## src/hdl/trbd_pkg.sv

```systemverilog
// Shared types and constants of the track block run-length decoder.
package trbd_pkg;

	typedef enum logic [2:0] {
		PH_IDLE    = 3'd0,
		PH_SIZE_HI = 3'd1,
		PH_RUN_LO  = 3'd2,
		PH_RUN_HI  = 3'd3,
		PH_LITERAL = 3'd4,
		PH_REPEAT  = 3'd5
	} phase_t;

	typedef enum logic [2:0] {
		ST_OK       = 3'd0,
		ST_PACKED   = 3'd1,
		ST_TRUNC    = 3'd2,
		ST_LITOVER  = 3'd3,
		ST_REPMISS  = 3'd4,
		ST_OVERFLOW = 3'd5,
		ST_MISMATCH = 3'd6
	} status_t;

	localparam logic [15:0] MAX_TRACK_BYTES = 16'h8000;
	localparam logic [15:0] TRACK_SIZE_RST  = 16'd512;

	// queued request, with the byte's top bit split out for the word-type test
	typedef struct packed {
		logic [7:0] data_byte;
		logic       block_start;
		logic       hi_set;
	} item_t;

	typedef struct packed {
		logic [7:0]  run_byte;
		logic [15:0] run_length;
		status_t     status;
		logic        last;
	} result_t;

endpackage

```

## src/hdl/trbd_front.sv

```systemverilog
// Front end: accepts input requests, classifies them and queues them (two entries).
module trbd_front (
	input  logic              clk,
	input  logic              arst_n,
	input  logic              item_valid,
	output logic              item_ready,
	input  logic [7:0]        data_byte,
	input  logic              block_start,
	output logic              head_valid,
	output trbd_pkg::item_t   head,
	input  logic              pop
);

	logic [1:0]      count_q;
	logic            wr_ptr_q;
	logic            rd_ptr_q;
	trbd_pkg::item_t entry_q [2];
	trbd_pkg::item_t new_item;
	logic            push;

	assign item_ready = (count_q != 2'd2);
	assign push       = item_valid & item_ready;
	assign head_valid = (count_q != 2'd0);
	assign head       = entry_q[rd_ptr_q];

	always_comb begin
		new_item.data_byte   = data_byte;
		new_item.block_start = block_start;
		new_item.hi_set      = data_byte[7];
	end

	always_ff @(posedge clk) begin
		if (push) begin
			entry_q[wr_ptr_q] <= new_item;
		end
	end

	always_ff @(posedge clk or negedge arst_n) begin
		if (!arst_n) begin
			count_q  <= 2'd0;
			wr_ptr_q <= 1'b0;
			rd_ptr_q <= 1'b0;
		end else begin
			count_q <= count_q + {1'b0, push} - {1'b0, pop};
			if (push) begin
				wr_ptr_q <= ~wr_ptr_q;
			end
			if (pop) begin
				rd_ptr_q <= ~rd_ptr_q;
			end
		end
	end

endmodule

```

## src/hdl/trbd_back.sv

```systemverilog
// Back end: run-length decode state machine and the output register.
module trbd_back (
	input  logic              clk,
	input  logic              arst_n,
	input  logic              head_valid,
	input  trbd_pkg::item_t   head,
	output logic              pop,
	input  logic [15:0]       limit,
	output logic              run_valid,
	input  logic              run_ready,
	output trbd_pkg::result_t result
);

	trbd_pkg::phase_t  phase_q, phase_d;
	logic [15:0]       rem_q, rem_d;
	logic [15:0]       prod_q, prod_d;
	logic [15:0]       ll_q, ll_d;
	logic [7:0]        hold_q, hold_d;
	logic              out_valid_q;
	trbd_pkg::result_t out_q;

	trbd_pkg::result_t res;
	logic              res_valid;

	logic [15:0] word;
	logic [16:0] cnt_rep;
	logic [15:0] size_rem;
	logic [15:0] rem_m1, rem_m2, ll_m1;
	logic [17:0] prod_sum;
	logic        trunc_err, litover, over, repmiss;
	logic [15:0] done_rem, done_prod;
	logic        done_end, done_one;
	trbd_pkg::phase_t done_ph;

	function automatic trbd_pkg::result_t finish(input logic [7:0] b, input logic [15:0] len,
			input logic at_end, input logic at_one, input logic match);
		trbd_pkg::result_t r;
		r.run_byte   = b;
		r.run_length = len;
		r.last       = at_end | at_one;
		if (at_end) begin
			r.status = match ? trbd_pkg::ST_OK : trbd_pkg::ST_MISMATCH;
		end else if (at_one) begin
			r.status = trbd_pkg::ST_TRUNC;
		end else begin
			r.status = trbd_pkg::ST_OK;
		end
		return r;
	endfunction

	function automatic trbd_pkg::result_t fail(input trbd_pkg::status_t st);
		trbd_pkg::result_t r;
		r.run_byte   = 8'd0;
		r.run_length = 16'd0;
		r.status     = st;
		r.last       = 1'b1;
		return r;
	endfunction

	assign pop = head_valid & (~out_valid_q | run_ready);

	assign word     = {head.data_byte, hold_q};
	assign cnt_rep  = 17'h10000 - {1'b0, word};
	assign size_rem = cnt_rep[15:0];
	assign rem_m1   = rem_q - 16'd1;
	assign rem_m2   = rem_q - 16'd2;
	assign ll_m1    = ll_q - 16'd1;
	// one adder serves both run kinds: literal count or repeat count
	assign prod_sum = {2'b00, prod_q} + (head.hi_set ? {1'b0, cnt_rep} : {2'b00, word});
	assign over      = prod_sum > {2'b00, limit};
	assign trunc_err = rem_q < 16'd2;
	assign litover   = rem_m2 < word;
	assign repmiss   = (rem_m2 == 16'd0);

	// counters as they stand once the current run is finished
	always_comb begin
		case (phase_q)
			trbd_pkg::PH_SIZE_HI: begin
				done_rem  = size_rem;
				done_prod = 16'd0;
			end
			trbd_pkg::PH_RUN_HI: begin
				done_rem  = rem_m2;
				done_prod = prod_q;
			end
			trbd_pkg::PH_LITERAL: begin
				done_rem  = rem_m1;
				done_prod = prod_q + 16'd1;
			end
			default: begin
				done_rem  = rem_m1;
				done_prod = prod_q + ll_q;
			end
		endcase
	end

	assign done_end = (done_rem == 16'd0);
	assign done_one = (done_rem == 16'd1);
	assign done_ph  = (done_end | done_one) ? trbd_pkg::PH_IDLE : trbd_pkg::PH_RUN_LO;

	always_comb begin
		phase_d = phase_q;
		if (head.block_start) begin
			phase_d = trbd_pkg::PH_SIZE_HI;
		end else begin
			unique case (phase_q)
				trbd_pkg::PH_IDLE: begin
					phase_d = trbd_pkg::PH_IDLE;
				end
				trbd_pkg::PH_SIZE_HI: begin
					phase_d = head.hi_set ? done_ph : trbd_pkg::PH_IDLE;
				end
				trbd_pkg::PH_RUN_LO: begin
					phase_d = trbd_pkg::PH_RUN_HI;
				end
				trbd_pkg::PH_RUN_HI: begin
					if (trunc_err) begin
						phase_d = trbd_pkg::PH_IDLE;
					end else if (!head.hi_set) begin
						if (litover || over) begin
							phase_d = trbd_pkg::PH_IDLE;
						end else if (word == 16'd0) begin
							phase_d = done_ph;
						end else begin
							phase_d = trbd_pkg::PH_LITERAL;
						end
					end else begin
						phase_d = (repmiss || over) ? trbd_pkg::PH_IDLE : trbd_pkg::PH_REPEAT;
					end
				end
				trbd_pkg::PH_LITERAL: begin
					phase_d = (ll_m1 != 16'd0) ? trbd_pkg::PH_LITERAL : done_ph;
				end
				trbd_pkg::PH_REPEAT: begin
					phase_d = done_ph;
				end
				default: begin
					phase_d = trbd_pkg::PH_IDLE;
				end
			endcase
		end
	end

	always_comb begin
		rem_d     = rem_q;
		prod_d    = prod_q;
		ll_d      = ll_q;
		hold_d    = hold_q;
		res_valid = 1'b0;
		res       = fail(trbd_pkg::ST_OK);
		if (head.block_start) begin
			hold_d    = head.data_byte;
			rem_d     = 16'd0;
			prod_d    = 16'd0;
			ll_d      = 16'd0;
			res_valid = (phase_q != trbd_pkg::PH_IDLE);
			case (phase_q)
				trbd_pkg::PH_LITERAL: res = fail(trbd_pkg::ST_LITOVER);
				trbd_pkg::PH_REPEAT:  res = fail(trbd_pkg::ST_REPMISS);
				default:              res = fail(trbd_pkg::ST_TRUNC);
			endcase
		end else begin
			unique case (phase_q)
				trbd_pkg::PH_SIZE_HI: begin
					if (head.hi_set) begin
						rem_d     = size_rem;
						prod_d    = 16'd0;
						res       = finish(8'd0, 16'd0, done_end, done_one,
							done_prod == limit);
						res_valid = done_end | done_one;
					end else begin
						res       = fail(trbd_pkg::ST_PACKED);
						res_valid = 1'b1;
					end
				end
				trbd_pkg::PH_RUN_LO: begin
					hold_d = head.data_byte;
				end
				trbd_pkg::PH_RUN_HI: begin
					if (trunc_err) begin
						res       = fail(trbd_pkg::ST_TRUNC);
						res_valid = 1'b1;
					end else begin
						rem_d = rem_m2;
						if (!head.hi_set) begin
							if (litover) begin
								res       = fail(trbd_pkg::ST_LITOVER);
								res_valid = 1'b1;
							end else if (over) begin
								res       = fail(trbd_pkg::ST_OVERFLOW);
								res_valid = 1'b1;
							end else begin
								ll_d = word;
								if (word == 16'd0) begin
									res       = finish(8'd0, 16'd0, done_end, done_one,
										done_prod == limit);
									res_valid = done_end | done_one;
								end
							end
						end else begin
							if (repmiss) begin
								res       = fail(trbd_pkg::ST_REPMISS);
								res_valid = 1'b1;
							end else if (over) begin
								res       = fail(trbd_pkg::ST_OVERFLOW);
								res_valid = 1'b1;
							end else begin
								ll_d = cnt_rep[15:0];
							end
						end
					end
				end
				trbd_pkg::PH_LITERAL: begin
					prod_d    = done_prod;
					rem_d     = rem_m1;
					ll_d      = ll_m1;
					res_valid = 1'b1;
					if (ll_m1 != 16'd0) begin
						res = finish(head.data_byte, 16'd1, 1'b0, 1'b0, 1'b0);
					end else begin
						res = finish(head.data_byte, 16'd1, done_end, done_one,
							done_prod == limit);
					end
				end
				trbd_pkg::PH_REPEAT: begin
					prod_d    = done_prod;
					rem_d     = rem_m1;
					ll_d      = 16'd0;
					res_valid = 1'b1;
					res       = finish(head.data_byte, ll_q, done_end, done_one,
						done_prod == limit);
				end
				default: begin
					res_valid = 1'b0;
				end
			endcase
		end
	end

	always_ff @(posedge clk or negedge arst_n) begin
		if (!arst_n) begin
			phase_q     <= trbd_pkg::PH_IDLE;
			rem_q       <= 16'd0;
			prod_q      <= 16'd0;
			ll_q        <= 16'd0;
			hold_q      <= 8'd0;
			out_valid_q <= 1'b0;
		end else begin
			if (pop) begin
				phase_q     <= phase_d;
				rem_q       <= rem_d;
				prod_q      <= prod_d;
				ll_q        <= ll_d;
				hold_q      <= hold_d;
				out_valid_q <= res_valid;
			end else if (run_ready) begin
				out_valid_q <= 1'b0;
			end
		end
	end

	always_ff @(posedge clk) begin
		if (pop && res_valid) begin
			out_q <= res;
		end
	end

	assign run_valid = out_valid_q;
	assign result    = out_q;

endmodule

```

## src/hdl/track_rle_block_decoder_core.sv

```systemverilog
// Track block run-length decoder: top level with the track size register.
//
// Input channel (item_valid/item_ready): one coded byte per request, with
// block_start marking the low byte of a block's size word. Output channel
// (run_valid/run_ready): one decoded run per result, run_byte repeated
// run_length times, with status and last closing each block.
// cfg_wr_en/cfg_wr_data load track_size at any edge; write it only while idle.
//
// Throughput: one byte per cycle unless the receiver stalls. The front end
// queues requests in a two-entry buffer; the back end consumes one byte per
// cycle in its state machine, which holds only small counters and one
// add/compare per byte. An accepted byte is registered in the queue; the back
// end decodes it from the queue head and loads any result into out_q.
// When the receiver stalls, the output register holds its result and the
// back end stops; item_ready drops once both queue entries hold requests.
// Reset empties the queue and output, returns to waiting for a
// block start and sets track_size to 512.
module track_rle_block_decoder_core (
	input  logic        clk,
	input  logic        arst_n,
	input  logic        item_valid,
	output logic        item_ready,
	input  logic [7:0]  data_byte,
	input  logic        block_start,
	output logic        run_valid,
	input  logic        run_ready,
	output logic [7:0]  run_byte,
	output logic [15:0] run_length,
	output logic [2:0]  status,
	output logic        last,
	input  logic        cfg_wr_en,
	input  logic [15:0] cfg_wr_data
);

	logic [15:0]       track_size_q;
	logic [15:0]       limit;
	logic              head_valid;
	trbd_pkg::item_t   head;
	logic              pop;
	trbd_pkg::result_t result;

	always_ff @(posedge clk or negedge arst_n) begin
		if (!arst_n) begin
			track_size_q <= trbd_pkg::TRACK_SIZE_RST;
		end else if (cfg_wr_en) begin
			track_size_q <= cfg_wr_data;
		end
	end

	assign limit = (track_size_q > trbd_pkg::MAX_TRACK_BYTES) ?
		trbd_pkg::MAX_TRACK_BYTES : track_size_q;

	trbd_front u_front (
		.clk         (clk),
		.arst_n      (arst_n),
		.item_valid  (item_valid),
		.item_ready  (item_ready),
		.data_byte   (data_byte),
		.block_start (block_start),
		.head_valid  (head_valid),
		.head        (head),
		.pop         (pop)
	);

	trbd_back u_back (
		.clk        (clk),
		.arst_n     (arst_n),
		.head_valid (head_valid),
		.head       (head),
		.pop        (pop),
		.limit      (limit),
		.run_valid  (run_valid),
		.run_ready  (run_ready),
		.result     (result)
	);

	assign run_byte   = result.run_byte;
	assign run_length = result.run_length;
	assign status     = result.status;
	assign last       = result.last;

	// an empty run carries no byte
	a_empty_run_zero: assert property (@(posedge clk) disable iff (!arst_n)
		run_valid && run_length == 16'd0 |-> run_byte == 8'd0)
		else $error("empty run with nonzero byte");

	// hard errors end the block and carry no run
	a_error_closes: assert property (@(posedge clk) disable iff (!arst_n)
		run_valid && status != trbd_pkg::ST_OK && status != trbd_pkg::ST_TRUNC &&
		status != trbd_pkg::ST_MISMATCH |-> last && run_length == 16'd0)
		else $error("error result not closing the block");

	// a result inside a block is always a real run with ok status
	a_mid_block_run: assert property (@(posedge clk) disable iff (!arst_n)
		run_valid && !last |-> status == trbd_pkg::ST_OK && run_length != 16'd0)
		else $error("mid-block result without a run");

	a_run_bound: assert property (@(posedge clk) disable iff (!arst_n)
		run_valid |-> run_length <= trbd_pkg::MAX_TRACK_BYTES)
		else $error("run longer than a track");

endmodule
```

## config.mk

```make
export PLATFORM = sky130hd
export DESIGN_NAME = track_rle_block_decoder_core
export DESIGN_NICKNAME = d
export VERILOG_FILES = /design/src/hdl/trbd_pkg.sv /design/src/hdl/trbd_front.sv /design/src/hdl/trbd_back.sv /design/src/hdl/track_rle_block_decoder_core.sv
export SDC_FILE = /design/constraint.sdc
export NUM_CORES = 1
export LEC_CHECK = 0
export BUFFER_PORTS_ARGS = -buffer_cell sky130_fd_sc_hd__buf_4
export CORE_MARGIN = 3
export CORE_UTILIZATION = 45
export CTS_CLUSTER_DIAMETER = 50
export DETAILED_ROUTE_END_ITERATION = 6
export PLACE_DENSITY = 0.59
export RECOVER_POWER = 25
export SETUP_SLACK_MARGIN = 0.02
export SYNTH_ARGS = -nofsm -noshare
export SYNTH_HDL_FRONTEND = slang
export SYNTH_SLANG_ARGS = --single-unit
```

## constraint.sdc

```tcl
create_clock -name clk -period 9.3 [get_ports clk]
set_input_delay 1.395 -clock clk [delete_from_list [all_inputs] [get_ports clk]]
set_output_delay 1.395 -clock clk [all_outputs]
set_load 0.05 [all_outputs]
```

## After elaboration in Yosys (flattened, before gate mapping)

Memory sizes are Yosys's and may differ from the RTL's.
Cells that the tools add are included.

- Bits in registers: 108
- Bits in writable memories: 20
- Bits of input ports: 30
- Word-level logic and storage cells: 127
- Memories: 1

Memories:

| memory | depth | width | rd ports | clocked after Yosys merged registers in | write ports | RTL line | source |
|---|---|---|---|---|---|---|---|
| u_front.entry_q | 2 | 10 | 1 | 0 | 1 | trbd_front.sv:17 | `trbd_pkg::item_t entry_q [2];` |

- $add $sub $neg: 9
- $lt $le $gt $ge: 4
- Equal/unequal tests: 13
- Mux-type cells: 60
- Bitwise gates (word level): 7
- Reductions and logical operators: 19

Operator list:

| operator | number |
|---|---|
| $mux W16 | 13 |
| $mux W28 | 6 |
| $pmux W16 S3 | 3 |
| $pmux W28 S4 | 1 |
| $pmux W16 S2 | 2 |
| $logic_not A16 Y1 | 3 |
| $sub A16 B1 Y16 const B | 2 |
| $mux W3 | 10 |
| $add A16 B18 Y18 | 1 |
| $gt A18 B16 Y1 | 1 |
| $mux W17 | 1 |
| $sub A17 B16 Y17 const A | 1 |
| $add A16 B1 Y16 const B | 1 |
| $add A16 B16 Y16 | 1 |
| $eq A16 B1 Y1 const B | 1 |
| $eq A16 B16 Y1 | 1 |
| $gt A16 B16 Y1 const B | 1 |
| $lt A16 B16 Y1 | 1 |
| $lt A16 B2 Y1 const B | 1 |
| $mux W4 | 4 |
| $mux W8 | 2 |
| $reduce_bool A16 Y1 | 1 |
| $sub A16 B2 Y16 const B | 1 |
| $pmux W3 S5 | 1 |
| 27 further kinds | 52 |

## Longest topological paths before layout

An unclocked memory read counts as a cell.

- Depth after elaboration: 13
- Depth in mapped cells: 27

## Modules after synthesis

A second synthesis with hierarchy kept.

- Cell total of the unflattened synthesis: 1282
- Area, all modules: 11049.3 um^2

Modules (own cells, without submodules):

| module | times used | cells each | area an instance (um^2) | sequential area each (um^2) |
|---|---|---|---|---|
| trbd_back | 1 | 1185 | 9436.6 | 2342.2 |
| trbd_front | 1 | 46 | 859.6 | 640.6 |
| track_rle_block_decoder_core | 1 | 51 | 753.2 | 401.6 |

## Worst setup path after synthesis

OpenSTA, ideal clock, no wires.

- Kind: flip-flop to flip-flop
- Start: register u_front.rd_ptr_q
- End: register u_back.out_q, in the netlist u_back.result[0], enable pin
- Setup time: 0.448 ns
- Arrival: 6.371 ns
- Required time: 8.852 ns
- Slack: 2.481 ns
- Stages on the path, launching flop included: 25
- Path buffers: 2
- Cell sequence: dfrtp_1 > buf_6 > mux2i_1 > inv_1 > clkbuf_1 > o21ai_0 > ha_1 > a21o_1 > a21oi_1 > o21bai_1 > a21oi_1 > o21bai_1 > a211oi_1 > o31ai_1 > a21oi_1 > xnor2_1 > ha_1 > nand4_1 > or2_2 > a31oi_1 > o41a_1 > a41o_1 > a2111o_1 > a21oi_2 > nor3_1

RTL lines:

| what | RTL line | source |
|---|---|---|
| from (decl) | trbd_front.sv:16 | `logic rd_ptr_q;` |
| from (signal assigned) | trbd_front.sv:49 | `rd_ptr_q <= ~rd_ptr_q;` |
| to (signal assigned) | trbd_back.sv:264 | `out_q <= res;` |
| to (decl) | trbd_back.sv:20 | `trbd_pkg::result_t out_q;` |

## Final worst setup path

- Start: register u_front.rd_ptr_q
- End: register u_back.out_q, in the netlist u_back.result[27], enable pin

- Word-level cells in the longest chain between the ends: 13

RTL lines:

| what | RTL line | source |
|---|---|---|
| $mem_v2 Z2 W10 * | -- |  |
| branches (longest 10 deep; another with $add A16 B18 Y18) | -- |  |
| $mux W1 * | trbd_back.sv:151 | `if (head.block_start) begin` |
| $logic_and A1 B1 Y1 * | trbd_back.sv:263 | `if (pop && res_valid) begin` |

Every way passes the cells marked *.
A chain may end at the register's enable or synchronous reset.

==> results.toml <==
[outcome]
status = "finished, violations left"
violations = "max-capacitance violations, max-slew violations"

[synth]
syn_avg_cell_area_sq_um = 8.72
synth_edf_count = 46
yosysUniqueCellTypes = 90
ys_warn_count = 0
synth_seq_area_share_pct = 32.6
synth_cells = 1192
synth_seq_cells = 126
synth_ff_type = "dfrtp_1"
async_flop_share_pct = 63.5
netlist_area_sq_um = 10400
synth_fp_nets = 1298

[clock_network]
cts_buffers = 17
cts_tree = "done"
h-tree-depth = 4
clk_pin_slew_worst_paths_ns = 0.06
clock-sinks = 126
cts_root_buf = "clkbuf_16"
cts_setup_buffers = 0
hold_buffers = 0
clock_latency_ns = 0.43
cts_buffer_depth = 2
cts_resized = 0

[route]
firstDrtPassIters = 6
routed_wl_mm = 33.9
antenna_left = 0
viasPerCell = 6.34
wire_per_inst_um = 22.5
drc = 0
route.vias.total = 9568
drtIter0Drc = 1451

[placed_design]
place_congestion = 0.961
portBuffers = 59
hpwl_mm = 25.5

[critical_path]
path_class = "register to register"
setup.worst_path.start = "u_front.rd_ptr_q$_DFFE_PN0P_"
worstPathMaxFanout = 28
worst_ep_arrival_time_ns = 7.00
crit_path_end_kind = "register"
rr_startpoint = "u_front.rd_ptr_q$_DFFE_PN0P_"
critPathLaunchType = "register"
critPathRequiredTime_ns = 9.45

[power]
power_mw = 4.34
pwr_density_cell_nw_per_um2 = 374
vdd_drop_max_mv = 0.150
power_leakage_nw = 4.90

[layout]
mostFrequentLayoutCell = "nor2_1"
area_growth_pct = 11.8
fin_nets = 1322
drive_gt1_share_pct = 11.6
utilization_pct = 52.3
antenna_cells = 0
layout_common_cells = "107 x nor2_1, 102 x nand2_1, 79 x dfrtp_1, 74 x a21oi_1, 74 x ha_1"

[min_path]
hold_start = "u_front.wr_ptr_q$_DFFE_PN0P_"
min-delay-path-class = "register to register"

[global_routing]
grt_max_degree = 44
grt_pass1_vias = 8809
antenna_found_initial = 0
grt-ovfl-total = 0
grt_usage_pct = 27.4
grt_pass1_wl_mm = 52.9

[floorplanning]
core_area_sq_um = 22200
die_x_um = 158
dieArea_sq_um = 24900
initial_core_util_pct = 46.7
die_h_um = 158
pin_count = 60
core.rowCount = 54

[timing]
slew_headroom_pct = -64.5
grt_setup_unrepaired = "no"
hold_viol = 0
whs_ns = 0.494
slew_viol_final = 39
finalCritPeriodShare_pct = 73.7
setup-violations-final = 0
fmax_ghz = 0.146
setup_tns_ns = 0
worst_slew_pin_slew_ns = 2.47
skew_ns = 0.0111
period_minus_slack_ns = 6.85

[flow_run]
max-cap-violations = 1
==> per-layer routing <==
layer	up-vias	track usage [%]	part of all wire, %	wire length [um]
met1	4521	42.8	47	16100
met2	517	39.6	41	14100
met5	-	0	0	0
li1	4477	-	-	-
met3	53	4.40	9.5	3210
met4	0	6.27	1.7	560
==> final timing paths <==
path,endpoint,slack [ns],cells past startpoint
min in group asynchronous,u_back.ll_q[5]$_DFFE_PN0P_,1.72,1
setup / recovery,u_back.result[27]$_SDFFCE_PP0P_,2.45,25
setup reg to reg,u_back.result[27]$_SDFFCE_PP0P_,2.45,25
hold reg to reg,u_front.wr_ptr_q$_DFFE_PN0P_,0.49,1
hold / removal,u_front.wr_ptr_q$_DFFE_PN0P_,0.49,1
max in group asynchronous,u_back.hold_q[0]$_DFFE_PN0P_,5.91,2
==> cell type report <==
class                      instances  area (sq um)
clock buffer                      21           462
clock inverter                    11           155
multi-input combinational        953          6560
inverter                          44           165
tap                              280           350
timing repair buffer              74           541
fill                            2102         10600
sequential                       126          3380
==> stage by stage <==
step / setup WS, ns / instances / instance area, sq um
2_1_floorplan: 2.48 / 1192 / 10400
5_1_grt: 2.04 / 1509 / 11600
6_report: 2.45 / 1509 / 11600
4_1_cts: 2.56 / 1509 / 11600
3_5_place_dp: 2.63 / 1477 / 11000
3_3_place_gp: 2.79 / 1477 / 11000
==> cell usage after synthesis (all sizes together) (17+ instances only) <==
| cell type | instances | area, sq um |
|---|---|---|
| nor2 | 107 | 402 |
| nand2 | 103 | 389 |
| dfrtp | 79 | 1980 |
| a21oi | 75 | 379 |
| ha | 74 | 926 |
| o21ai | 69 | 357 |
| xnor2 | 61 | 542 |
| clkbuf | 52 | 195 |
| edfxtp | 46 | 1380 |
| inv | 43 | 161 |
| nor3 | 34 | 180 |
| and2 | 33 | 206 |
| xor2 | 30 | 263 |
| nor4 | 29 | 211 |
| nand3 | 23 | 115 |
| a22o | 20 | 175 |
| and3 | 18 | 113 |
| mux2 | 18 | 203 |
| a31oi | 17 | 106 |
| buf | 17 | 88.8 |
==> power by group <==
group	total, mW	switching, mW	leakage [nW]	internal, mW
logic	2.63	1.72	3.13	0.913
registers	0.981	0.210	1.47	0.771
clock network	0.727	0.286	0.297	0.441
total	4.34	2.22	4.90	2.13
==> critical path: stages (launching register included) <==
cell,delay (ns)
dfrtp_1,0.84
mux2i_1,0.26
buf_4,0.27
inv_1,0.25
o21ai_0,0.40
ha_1,0.30
a21o_1,0.17
a21oi_1,0.23
o21bai_1,0.09
a21oi_1,0.24
o21bai_1,0.13
a21oi_1,0.23
o21bai_1,0.11
a21oi_1,0.18
xnor2_1,0.14
ha_1,0.27
a21oi_1,0.13
nor2_1,0.06
a2111oi_0,0.51
nor2_1,0.11
o41a_1,0.37
a41o_1,0.33
a2111o_1,0.41
a21oi_2,0.18
nor3_2,0.06
buf_4,0.28
==> sequential cells by signal, indices dropped and copies added (netlist names), 2 cells and up <==
register and flops:
u_back.hold_q 8, u_back.result 28, u_back.ll_q 16, u_front.entry_q 18, u_back.rem_q 16, track_size_q 16
u_front.count_q 2, u_back.phase_q 3, u_back.prod_q 16
==> cell families after synthesis <==
logic type	synth area share, %
AOI/OAI and AO/OA	21.0
buffers and inverters	4.32
DFF	32.6
adders and majority gates	9.30
xor gates and xnor gates	7.74
and+or+nand+nor	21.6
muxes	3.46
Note: power is estimated with default switching activity, not from simulation.
